===== config.mk =====
export PLATFORM = sky130hd
export DESIGN_NAME = sorted_timer_expiry_queue_unit
export DESIGN_NICKNAME = d
export VERILOG_FILES = /design/src/hw/rtl/stq_pkg.sv /design/src/hw/rtl/sorted_timer_expiry_queue_unit.sv /design/src/hw/rtl/stq_ram.sv /design/src/hw/rtl/stq_ctrl.sv /design/src/hw/rtl/stq_dp.sv
export VERILOG_INCLUDE_DIRS = /design/src /design/src/hw/rtl
export SDC_FILE = /design/constraint.sdc
export NUM_CORES = 2
export LEC_CHECK = 0
export BUFFER_PORTS_ARGS = -buffer_cell sky130_fd_sc_hd__buf_2
export CAP_MARGIN = 30
export CORE_UTILIZATION = 50
export DETAILED_ROUTE_END_ITERATION = 8
export GPL_TIMING_DRIVEN = 0
export PLACE_DENSITY = 0.67
export SYNTH_ARGS = -nofsm -noshare
export SYNTH_HDL_FRONTEND = slang
export SYNTH_SLANG_ARGS = --single-unit

===== constraint.sdc =====
create_clock -name clock -period 10.19 [get_ports clock]
set_input_delay 1.5285 -clock clock [delete_from_list [all_inputs] [get_ports clock]]
set_output_delay 1.5285 -clock clock [all_outputs]
set_load 0.1 [all_outputs]

===== src/hw/rtl/assert_macros.svh =====
// Assertion macros used by stq_ctrl.
// Included by modules that carry concurrent assertions.
`ifndef ASSERT_MACROS_SVH
`define ASSERT_MACROS_SVH

// Implication checked at every rising clock edge outside reset.
`define ASSERT_IMP(label, clk, rst, ante, cons) \
   label: assert property (@(posedge clk) disable iff (rst) (ante) |-> (cons)) \
      else $error("assertion failed");

// Next-cycle implication outside reset.
`define ASSERT_NEXT(label, clk, rst, ante, cons) \
   label: assert property (@(posedge clk) disable iff (rst) (ante) |=> (cons)) \
      else $error("assertion failed");

`endif


===== src/hw/rtl/stq_pkg.sv =====
// Package for the sorted timer expiry queue: constants, request codes, types.
// No dependencies.
package stq_pkg;
   localparam int unsigned NumTimersDefault = 16;
   localparam logic [63:0] IdleWaitReset = 64'd60000;
   localparam int unsigned KindWidth = 3;
   localparam int unsigned IdWidth = 4;
   localparam int unsigned TimeWidth = 64;

   localparam logic [KindWidth-1:0] KindSet   = 3'd0;
   localparam logic [KindWidth-1:0] KindReset = 3'd1;
   localparam logic [KindWidth-1:0] KindStop  = 3'd2;
   localparam logic [KindWidth-1:0] KindRun   = 3'd3;
   localparam logic [KindWidth-1:0] KindQuery = 3'd4;

   typedef enum logic [3:0] {
      ST_IDLE,
      ST_EXP_RD,
      ST_EXP_CALC,
      ST_UNLINK,
      ST_FIND,
      ST_FIND_CMP,
      ST_INSERT,
      ST_HEAD_RD,
      ST_HEAD_CMP,
      ST_RESULT
   } stq_state_type;

   // controller -> datapath
   typedef struct packed {
      logic capture;       // latch request item
      logic exp_rd;        // read expiry of request timer, note old head
      logic exp_calc;      // compute and store new expiry
      logic scan_start;    // clear scan index
      logic unlink_step;   // one step of removal scan
      logic find_rd;       // insert search: read expiry at scan index
      logic find_cmp;      // insert search: compare returned expiry
      logic insert_step;   // one step of shifting insert
      logic head_rd;       // read expiry of queue head
      logic head_cmp;      // evaluate run or query answer
      logic result_load;   // load output register
   } stq_cmd_type;

   // datapath -> controller
   typedef struct packed {
      logic unlink_done;
      logic find_end;
      logic find_hit;
      logic insert_done;
      logic id_ok;
      logic pop;
   } stq_stat_type;
endpackage


===== src/hw/rtl/sorted_timer_expiry_queue_unit.sv =====
// Top level of the sorted timer expiry queue.
// Depends on stq_pkg, stq_ctrl, stq_dp.
//
//  channel | handshake             | payload
//  req     | req_valid/req_ready   | kind, timer_id, now, delta
//  rsp     | rsp_valid/rsp_ready   | head_changed .. time_to_next
//  csr     | csr_valid/csr_ready   | idle_wait write data
//
// One item at a time: a new request is taken only in the idle state, after the
// result of the last is loaded. An unused kind or an out-of-range id goes straight
// to the result; query reads the head; run reads the head and may unlink it; set or
// reset runs a linear unlink scan, an insert search with a read and a compare per
// entry, and a shifting insert. Synchronous reset empties the queue; expiry entries
// never written read as zero. A waiting result holds the unit in its last state.
module sorted_timer_expiry_queue_unit
   import stq_pkg::*;
#(
   parameter int unsigned NumTimers = NumTimersDefault
) (
   input  logic                 clock,
   input  logic                 reset,
   input  logic                 req_valid,
   output logic                 req_ready,
   input  logic [KindWidth-1:0] req_kind,
   input  logic [IdWidth-1:0]   req_timer_id,
   input  logic [TimeWidth-1:0] req_now,
   input  logic [TimeWidth-1:0] req_delta,
   output logic                 rsp_valid,
   input  logic                 rsp_ready,
   output logic                 rsp_head_changed,
   output logic                 rsp_expired_valid,
   output logic [IdWidth-1:0]   rsp_expired_id,
   output logic                 rsp_run_again,
   output logic [TimeWidth-1:0] rsp_time_to_next,
   input  logic                 csr_valid,
   output logic                 csr_ready,
   input  logic [TimeWidth-1:0] csr_idle_wait
);
   stq_cmd_type  cmd;
   stq_stat_type stat;
   logic [TimeWidth-1:0] idle_wait_ff;

   assign csr_ready = 1'b1;
   always_ff @(posedge clock) begin
      if (reset) begin
         idle_wait_ff <= IdleWaitReset;
      end else if (csr_valid && csr_ready) begin
         idle_wait_ff <= csr_idle_wait;
      end
   end

   stq_ctrl u_ctrl (
      .clock     (clock),
      .reset     (reset),
      .req_valid (req_valid),
      .req_ready (req_ready),
      .rsp_valid (rsp_valid),
      .rsp_ready (rsp_ready),
      .kind      (req_kind),
      .cmd       (cmd),
      .stat      (stat)
   );

   stq_dp #(.NumTimers(NumTimers)) u_dp (
      .clock             (clock),
      .reset             (reset),
      .cmd               (cmd),
      .stat              (stat),
      .req_kind          (req_kind),
      .req_timer_id      (req_timer_id),
      .req_now           (req_now),
      .req_delta         (req_delta),
      .idle_wait         (idle_wait_ff),
      .rsp_head_changed  (rsp_head_changed),
      .rsp_expired_valid (rsp_expired_valid),
      .rsp_expired_id    (rsp_expired_id),
      .rsp_run_again     (rsp_run_again),
      .rsp_time_to_next  (rsp_time_to_next)
   );
endmodule


===== src/hw/rtl/stq_ram.sv =====
// Generic single write port, single read port RAM with registered read.
// No dependencies.
module stq_ram #(
   parameter int unsigned Width = 8,
   parameter int unsigned Depth = 16
) (
   input  logic                     clock,
   input  logic                     wr_en,
   input  logic [$clog2(Depth)-1:0] wr_addr,
   input  logic [Width-1:0]         wr_data,
   input  logic [$clog2(Depth)-1:0] rd_addr,
   output logic [Width-1:0]         rd_data
);
   logic [Width-1:0] mem [Depth];

   always_ff @(posedge clock) begin
      if (wr_en) begin
         mem[wr_addr] <= wr_data;
      end
      rd_data <= mem[rd_addr];
   end
endmodule


===== src/hw/rtl/stq_ctrl.sv =====
// Controller state machine of the sorted timer queue.
// Depends on stq_pkg and assert_macros.svh.
`include "assert_macros.svh"
module stq_ctrl
   import stq_pkg::*;
(
   input  logic                 clock,
   input  logic                 reset,
   input  logic                 req_valid,
   output logic                 req_ready,
   output logic                 rsp_valid,
   input  logic                 rsp_ready,
   input  logic [KindWidth-1:0] kind,
   output stq_cmd_type          cmd,
   input  stq_stat_type         stat
);
   stq_state_type state_ff, state_in;
   logic          rsp_valid_ff, rsp_valid_in;
   logic [KindWidth-1:0] kind_ff, kind_in;

   always_ff @(posedge clock) begin
      if (reset) begin
         state_ff     <= ST_IDLE;
         rsp_valid_ff <= 1'b0;
         kind_ff      <= KindSet;
      end else begin
         state_ff     <= state_in;
         rsp_valid_ff <= rsp_valid_in;
         kind_ff      <= kind_in;
      end
   end

   assign rsp_valid = rsp_valid_ff;

   always_comb begin
      state_in     = state_ff;
      kind_in      = kind_ff;
      cmd          = '0;
      req_ready    = 1'b0;
      rsp_valid_in = rsp_valid_ff && !rsp_ready;
      unique case (state_ff)
         ST_IDLE: begin
            req_ready = 1'b1;
            if (req_valid) begin
               cmd.capture = 1'b1;
               kind_in     = kind;
               state_in    = ST_EXP_RD;
            end
         end
         ST_EXP_RD: begin
            cmd.exp_rd = 1'b1;
            unique case (kind_ff) inside
               KindSet, KindReset, KindStop: begin
                  state_in = stat.id_ok ? ST_EXP_CALC : ST_RESULT;
               end
               KindRun, KindQuery: begin
                  state_in = ST_HEAD_RD;
               end
               default: state_in = ST_RESULT;
            endcase
         end
         ST_EXP_CALC: begin
            cmd.exp_calc   = 1'b1;
            cmd.scan_start = 1'b1;
            state_in       = ST_UNLINK;
         end
         ST_UNLINK: begin
            cmd.unlink_step = 1'b1;
            if (stat.unlink_done) begin
               cmd.scan_start = 1'b1;
               unique case (kind_ff) inside
                  KindStop: state_in = ST_RESULT;
                  KindRun:  state_in = ST_HEAD_RD;
                  default:  state_in = ST_FIND;
               endcase
            end
         end
         ST_FIND: begin
            cmd.find_rd = 1'b1;
            state_in = stat.find_end ? ST_INSERT : ST_FIND_CMP;
         end
         ST_FIND_CMP: begin
            cmd.find_cmp = 1'b1;
            state_in = stat.find_hit ? ST_INSERT : ST_FIND;
         end
         ST_INSERT: begin
            cmd.insert_step = 1'b1;
            if (stat.insert_done) begin
               state_in = ST_RESULT;
            end
         end
         ST_HEAD_RD: begin
            cmd.head_rd = 1'b1;
            state_in = ST_HEAD_CMP;
         end
         ST_HEAD_CMP: begin
            cmd.head_cmp = 1'b1;
            if (stat.pop) begin
               cmd.scan_start = 1'b1;
               state_in = ST_UNLINK;
            end else begin
               state_in = ST_RESULT;
            end
         end
         ST_RESULT: begin
            if (!rsp_valid_ff || rsp_ready) begin
               cmd.result_load = 1'b1;
               rsp_valid_in    = 1'b1;
               state_in        = ST_IDLE;
            end
         end
         default: state_in = ST_IDLE;
      endcase
   end

   `ASSERT_IMP(a_ready_idle, clock, reset, req_ready, state_ff == ST_IDLE)
   `ASSERT_NEXT(a_load_valid, clock, reset, cmd.result_load, rsp_valid_ff)
   `ASSERT_NEXT(a_rsp_hold, clock, reset, rsp_valid_ff && !rsp_ready, rsp_valid_ff)
   `ASSERT_IMP(a_one_step, clock, reset, 1'b1,
      $countones({cmd.unlink_step, cmd.find_rd, cmd.find_cmp, cmd.insert_step}) <= 1)
endmodule


===== src/hw/rtl/stq_dp.sv =====
// Datapath of the sorted timer queue: expiry RAM, ordered id list, scans.
// Depends on stq_pkg and stq_ram.
module stq_dp
   import stq_pkg::*;
#(
   parameter int unsigned NumTimers = NumTimersDefault
) (
   input  logic                 clock,
   input  logic                 reset,
   input  stq_cmd_type          cmd,
   output stq_stat_type         stat,
   input  logic [KindWidth-1:0] req_kind,
   input  logic [IdWidth-1:0]   req_timer_id,
   input  logic [TimeWidth-1:0] req_now,
   input  logic [TimeWidth-1:0] req_delta,
   input  logic [TimeWidth-1:0] idle_wait,
   output logic                 rsp_head_changed,
   output logic                 rsp_expired_valid,
   output logic [IdWidth-1:0]   rsp_expired_id,
   output logic                 rsp_run_again,
   output logic [TimeWidth-1:0] rsp_time_to_next
);
   localparam int unsigned Aw = $clog2(NumTimers);
   localparam int unsigned Cw = $clog2(NumTimers + 1);

   logic [KindWidth-1:0] kind_ff;
   logic [IdWidth-1:0]   id_ff, eid_ff;
   logic [TimeWidth-1:0] now_ff, delta_ff, exp_ff, ttn_ff;
   logic                 hc_ff, ev_ff, again_ff, popped_ff;
   logic                 had_head_ff, found_ff;
   logic [Aw-1:0]        head_before_ff, unlink_id_ff, ram_ra_ff;
   logic [Cw-1:0]        count_ff, idx_ff, pos_ff;
   logic [Aw-1:0]        order_ff [NumTimers];
   logic [NumTimers-1:0] pending_ff;
   logic [NumTimers-1:0] written_ff;

   logic                 id_ok, empty, head_due, pop;
   logic [Aw-1:0]        id_a, new_head;
   logic                 ram_we;
   logic [Aw-1:0]        ram_ra;
   logic [TimeWidth-1:0] ram_wd, ram_rd, exp_val;
   logic                 unlink_hit, unlink_done, find_end, find_hit, insert_done;

   assign id_ok = (32'(id_ff) < NumTimers);
   assign id_a  = Aw'(id_ff);
   // entries never written read as zero
   assign exp_val = written_ff[ram_ra_ff] ? ram_rd : '0;

   stq_ram #(.Width(TimeWidth), .Depth(NumTimers)) u_exp_ram (
      .clock   (clock),
      .wr_en   (ram_we),
      .wr_addr (id_a),
      .wr_data (ram_wd),
      .rd_addr (ram_ra),
      .rd_data (ram_rd)
   );

   always_comb begin
      ram_ra = id_a;
      if (cmd.head_rd) begin
         ram_ra = order_ff[0];
      end else if (cmd.find_rd) begin
         ram_ra = order_ff[Aw'(idx_ff)];
      end
   end

   assign ram_we = cmd.exp_calc;
   always_comb begin
      case (kind_ff)
         KindSet:   ram_wd = now_ff + delta_ff;
         KindReset: ram_wd = exp_val + delta_ff;
         default:   ram_wd = now_ff;
      endcase
   end

   assign empty       = (count_ff == '0);
   assign head_due    = !empty && (exp_val <= now_ff);
   assign pop         = (kind_ff == KindRun) && !popped_ff && head_due;
   assign unlink_hit  = found_ff || (order_ff[Aw'(idx_ff)] == unlink_id_ff);
   assign unlink_done = !pending_ff[unlink_id_ff] || (idx_ff >= count_ff);
   assign find_end    = (idx_ff >= count_ff);
   assign find_hit    = (exp_ff < exp_val);
   assign insert_done = (idx_ff <= pos_ff);
   assign new_head    = (pos_ff == '0) ? id_a : order_ff[0];

   always_ff @(posedge clock) begin
      if (reset) begin
         count_ff   <= '0;
         pending_ff <= '0;
         written_ff <= '0;
      end else begin
         if (ram_we) begin
            written_ff[id_a] <= 1'b1;
         end
         if (cmd.unlink_step && pending_ff[unlink_id_ff]) begin
            if (unlink_done) begin
               count_ff <= count_ff - Cw'(1);
               pending_ff[unlink_id_ff] <= 1'b0;
            end else if (unlink_hit && (idx_ff + Cw'(1) < count_ff)) begin
               order_ff[Aw'(idx_ff)] <= order_ff[Aw'(idx_ff + Cw'(1))];
            end
         end
         if (cmd.insert_step) begin
            if (!insert_done) begin
               order_ff[Aw'(idx_ff)] <= order_ff[Aw'(idx_ff - Cw'(1))];
            end else begin
               order_ff[Aw'(pos_ff)] <= id_a;
               count_ff <= count_ff + Cw'(1);
               pending_ff[id_a] <= 1'b1;
            end
         end
      end
   end

   always_ff @(posedge clock) begin
      ram_ra_ff <= ram_ra;
      if (cmd.capture) begin
         kind_ff   <= req_kind;
         id_ff     <= req_timer_id;
         now_ff    <= req_now;
         delta_ff  <= req_delta;
         hc_ff     <= 1'b0;
         ev_ff     <= 1'b0;
         eid_ff    <= '0;
         again_ff  <= 1'b0;
         ttn_ff    <= '0;
         popped_ff <= 1'b0;
      end
      if (cmd.exp_rd) begin
         had_head_ff    <= !empty;
         head_before_ff <= order_ff[0];
         unlink_id_ff   <= id_a;
      end
      if (cmd.exp_calc) begin
         exp_ff <= ram_wd;
      end
      if (cmd.scan_start) begin
         idx_ff   <= '0;
         found_ff <= 1'b0;
      end else if (cmd.unlink_step) begin
         if (!unlink_done) begin
            if (unlink_hit) begin
               found_ff <= 1'b1;
            end
            idx_ff <= idx_ff + Cw'(1);
         end
      end else if (cmd.find_rd) begin
         if (find_end) begin
            pos_ff <= count_ff;
         end
      end else if (cmd.find_cmp) begin
         if (find_hit) begin
            pos_ff <= idx_ff;
            idx_ff <= count_ff;
         end else begin
            idx_ff <= idx_ff + Cw'(1);
         end
      end else if (cmd.insert_step) begin
         if (!insert_done) begin
            idx_ff <= idx_ff - Cw'(1);
         end
      end
      if (cmd.head_cmp) begin
         if (popped_ff) begin
            again_ff <= head_due;
         end else if (kind_ff == KindQuery) begin
            if (empty) begin
               ttn_ff <= idle_wait;
            end else begin
               ttn_ff <= (now_ff < exp_val) ? exp_val - now_ff : '0;
            end
         end else if (pop) begin
            hc_ff        <= 1'b1;
            ev_ff        <= 1'b1;
            eid_ff       <= IdWidth'(order_ff[0]);
            unlink_id_ff <= order_ff[0];
            popped_ff    <= 1'b1;
         end
      end
      if (cmd.insert_step && insert_done) begin
         hc_ff <= !had_head_ff || (new_head != head_before_ff);
      end
   end

   assign stat.unlink_done = unlink_done;
   assign stat.find_end    = find_end;
   assign stat.find_hit    = find_hit;
   assign stat.insert_done = insert_done;
   assign stat.id_ok       = id_ok;
   assign stat.pop         = pop;

   always_ff @(posedge clock) begin
      if (cmd.result_load) begin
         rsp_head_changed  <= hc_ff;
         rsp_expired_valid <= ev_ff;
         rsp_expired_id    <= eid_ff;
         rsp_run_again     <= again_ff;
         rsp_time_to_next  <= ttn_ff;
      end
   end
endmodule


==> impl_results.md <==
- Status: complete, no violations
- Internal power: 14.80 mW
- CTS tree: done
- RR Startpoint: u_dp.ram_ra_ff[0]
- CP Launch Point: u_dp.ram_ra_ff[0]
- Clock share of power: 0.260
- Clk_skew: 57.99 ps
- Hold Vio Cnt, Final: 0
- DIE HEIGHT: 383.9 um
- Placed insts: 8645
- Clock sink count: 1631
- RePlAce Congestion: 0.9506
- Startpoint types: flop
- Row cnt: 139
- Post-layout nets: 7324
- Largest family of logic cells by synthesized area: simple AND/OR/NAND/NOR gates
- R2R Setup Slk: 1830 ps
- Mux share of post-synthesis cell area: 0.03251
- Register area: 46340 um^2
- Cts repair resizes: 0
- Crit-path max FO: 17
- Top Ports: 278
- RSZ-0062 raised after global routing: no
- Die X: 383.9 um
- Area growth syn-to-layout: 15.29%
- Hold Slack: 428.8 ps
- Mapped Cells: 6349
- Final setup viols: 0
- Syn Nets: 6761
- Multi-input combinational cell area: 24500 um^2
- Crit path top cell by count: clkbuf_1
- Top post-synthesis cells by area: edfxtp_1 56%, nand2_1 7.4%, dfxtp_1 7.2%
- Max cap viols: 0
- Worst-path clk slew: 60 ps
- Synth area leader: edfxtp_1
- Max Fclk: 0.1197 GHz
- Drc violations: 0
- Post-cts hold buffer count: 0
- Worst path cell trace: nor2_1 -> o2bb2ai_1 -> nor3_1 -> or2_1 -> clkbuf_1 -> clkbuf_1 -> clkbuf_1 -> nand2_1 -> o21ai_0 -> ha_1 -> a21o_1 -> a21oi_1 -> o21ai_0 -> a41o_1 -> a21boi_0 -> o311ai_0 -> a22o_1 -> a211oi_1 -> a211oi_1 -> nor2_1 -> or4_1 -> nand3_1
- Post-Synth Adder-Cell Area: 0.03579
- Simple-Gate Fraction of Synth Area: 0.1512
- Dominant synthesized flop cell: edfxtp_1
- Routed via count: 53188
- Vias in the first global route: 50680
- Clk_lat worst skew: 850 ps
- Initial Util: 0.5059
- Net Switching: 9.095 mW
- CP required: 10670 ps
- Syn. warnings: 0
- First-pass GRT wire length: 327.8 mm
- Reg power frac: 0.375
- Hold Crit Depth: 0
- Synth top area share: 0.5633
- Drt via density: 5.929
- Largest net degree at the start of global routing: 95
- Top-count cell post-synth: nand2_1
- Slew HR: 0.2661
- Clock Tree Root: clkbuf_16
- DR iter-0 viols: 5809
- WL final: 226.3 mm
- Initial antenna violation count: 21
- CTS max path bufs: 3
- P_leak: 31.42 nW
- # port buffers: 274
- Filler cell count in the final layout: 11672
- Synth cell types: 83
- HP Class: flop to flop
- Post-synth EDFFs: 1368
- Bufs and invs on worst path: 3
- Layout cell share with drive strength beyond 1: 0.1190
- Maximum vdd drop: 153.2 uV
- Critical path class: flop to flop
- List of most frequent post-synthesis cells: 1429 x nand2_1, 1368 x edfxtp_1, 590 x nand3_1, 302 x o21ai_0, 289 x clkbuf_1
- Routed Antenna Nets: 0
- Hpwl dp: 171.9 mm
- Post-synth ARST share: 0
- Avg Synthesized Cell Area: 11.49 um^2
- Tcrit/Tclk final: 0.8201
- Post-CTS Repair Setup Buffers: 0
- Die area: 147400 um^2
- CP peak stage delay: 790 ps
- Combinational Power Share: 0.366
- CTS Buf Count: 167
- Synth Area in XOR/XNOR: 0.01573
- Sequential area share after synthesis: 0.6354
- RR Endpoint: u_dp.u_exp_ram.mem[15][59]
- Register bit count reported by yosys: 1631
- WP data arrival: 8830 ps
- Total track usage: 0.3024
- Max-slew violations: 0
- Mapped Area: 72930 um^2
- Crit-path leading delay family: compound AO/OA/AOI/OAI gates
- H-tree depth: 4
- Synth Area in Compound Gates: 0.09822
- Hold EP: u_dp.rsp_time_to_next[58]
- Total gr overflow: 0
- Slew at the pin with the worst max-slew slack: 1101 ps
- Core ar.: 144200 um^2
- Avg WL per Cell: 25.22 um
- Slowest CP cell: o311ai_0
- CP Capture Type: flop
- Hold_sp: u_dp.ttn_ff[58]
- FF-to-FF path depth: 22
- Sw Share: 0.3806
- First-pass detailed-route iteration total: 6
- Core Util, Final: 0.5832
- Final cell count without fillers: 8971
- Tmin final: 8356 ps
- Power Dens Cells: 284.2 nW/um^2
layout make-up:
type | instances | share of cell area
antenna | 9 | 0.0002679
buffer | 384 | 0.01844
clock buffer | 231 | 0.05423
clock inverter | 85 | 0.01268
inverter | 191 | 0.008586
multi-input combinational | 4143 | 0.2914
sequential | 1631 | 0.5512
tap | 1903 | 0.02832
timing repair buffer | 394 | 0.03491
logic make-up (layout without fill, tap and decap cells):
group,Yosys count,after routing
AND/OR/NAND/NOR,2548,2548
flip-flops,1631,1631
AO/OA/AOI/OAI,1099,1099
buffers and inverters,575,1285
adder cells (fa/ha/maj),208,208
multiplexers,156,156
XOR/XNOR,131,131
other,1,10
per-layer routing:
metal  share of wire  track usage  up-vias  wire [um]
met5         0.00019            0        -         42
met2            0.46       0.4763     2674     104000
met4           0.034       0.1054        8       7581
li1                -            -    24359          -
met3           0.097      0.06149      367      21990
met1            0.41       0.4169    25780      92660
how the worst max path moves through the flow:
stage	slack (ps)	cells past startpoint	endpoint
finish	1830	22	u_dp.u_exp_ram.mem[15][59]
global route	1510	22	u_dp.exp_ff[59]
CTS	1990	23	u_dp.u_exp_ram.mem[15][59]
detailed placement	2050	23	u_dp.u_exp_ram.mem[15][59]
global placement	-4670	4	u_dp.u_exp_ram.mem[15][15]
floorplan	870	4	u_dp.u_exp_ram.mem[11][0]
stage by stage:
step           total power [mW]  worst slack (ps)  setup TNS, ps  instance area [um^2]
6_report                  23.90              1834              0                 84080
5_1_grt                   24.92              1507              0                 84060
4_1_cts                   23.77              1989              0                 84050
3_5_place_dp              17.60              2051              0                 78430
3_3_place_gp              17.24             -4669       -4286240                 76680
2_1_floorplan             14.21             869.2              0                 72930
power groups by stage:
stage	sequential [mW]	combinational (mW)	clock, mW
6_report	8.96	8.74	6.20
5_1_grt	8.98	9.42	6.52
4_1_cts	8.94	8.58	6.25
3_5_place_dp	9.07	8.53	0
3_3_place_gp	9.22	8.03	0
2_1_floorplan	8.93	5.28	0
cells in the final DEF (no fill, tap or decap), types with 187 or more instances in the layout:
master / instances
a21oi_1: 225
buf_2: 342
clkbuf_1: 339
dfxtp_1: 263
edfxtp_1: 1368
ha_1: 207
inv_1: 187
nand2_1: 1429
nand3_1: 590
nor2_1: 207
o21ai_0: 244
state kept, by name, indices dropped and copies added, names as in the netlist, 5 cells and up, named ones only:
register / cells
u_dp.written_ff: 16
u_dp.pos_ff: 5
idle_wait_ff: 64
u_dp.ttn_ff: 64
u_dp.order_ff: 64
u_dp.u_exp_ram.rd_data: 64
u_dp.u_exp_ram.mem: 1024
u_dp.count_ff: 5
u_dp.now_ff: 64
u_dp.exp_ff: 64
u_dp.rsp_time_to_next: 64
u_dp.delta_ff: 64
u_dp.idx_ff: 5
u_dp.pending_ff: 16
Power figures use the tool's default switching activity.
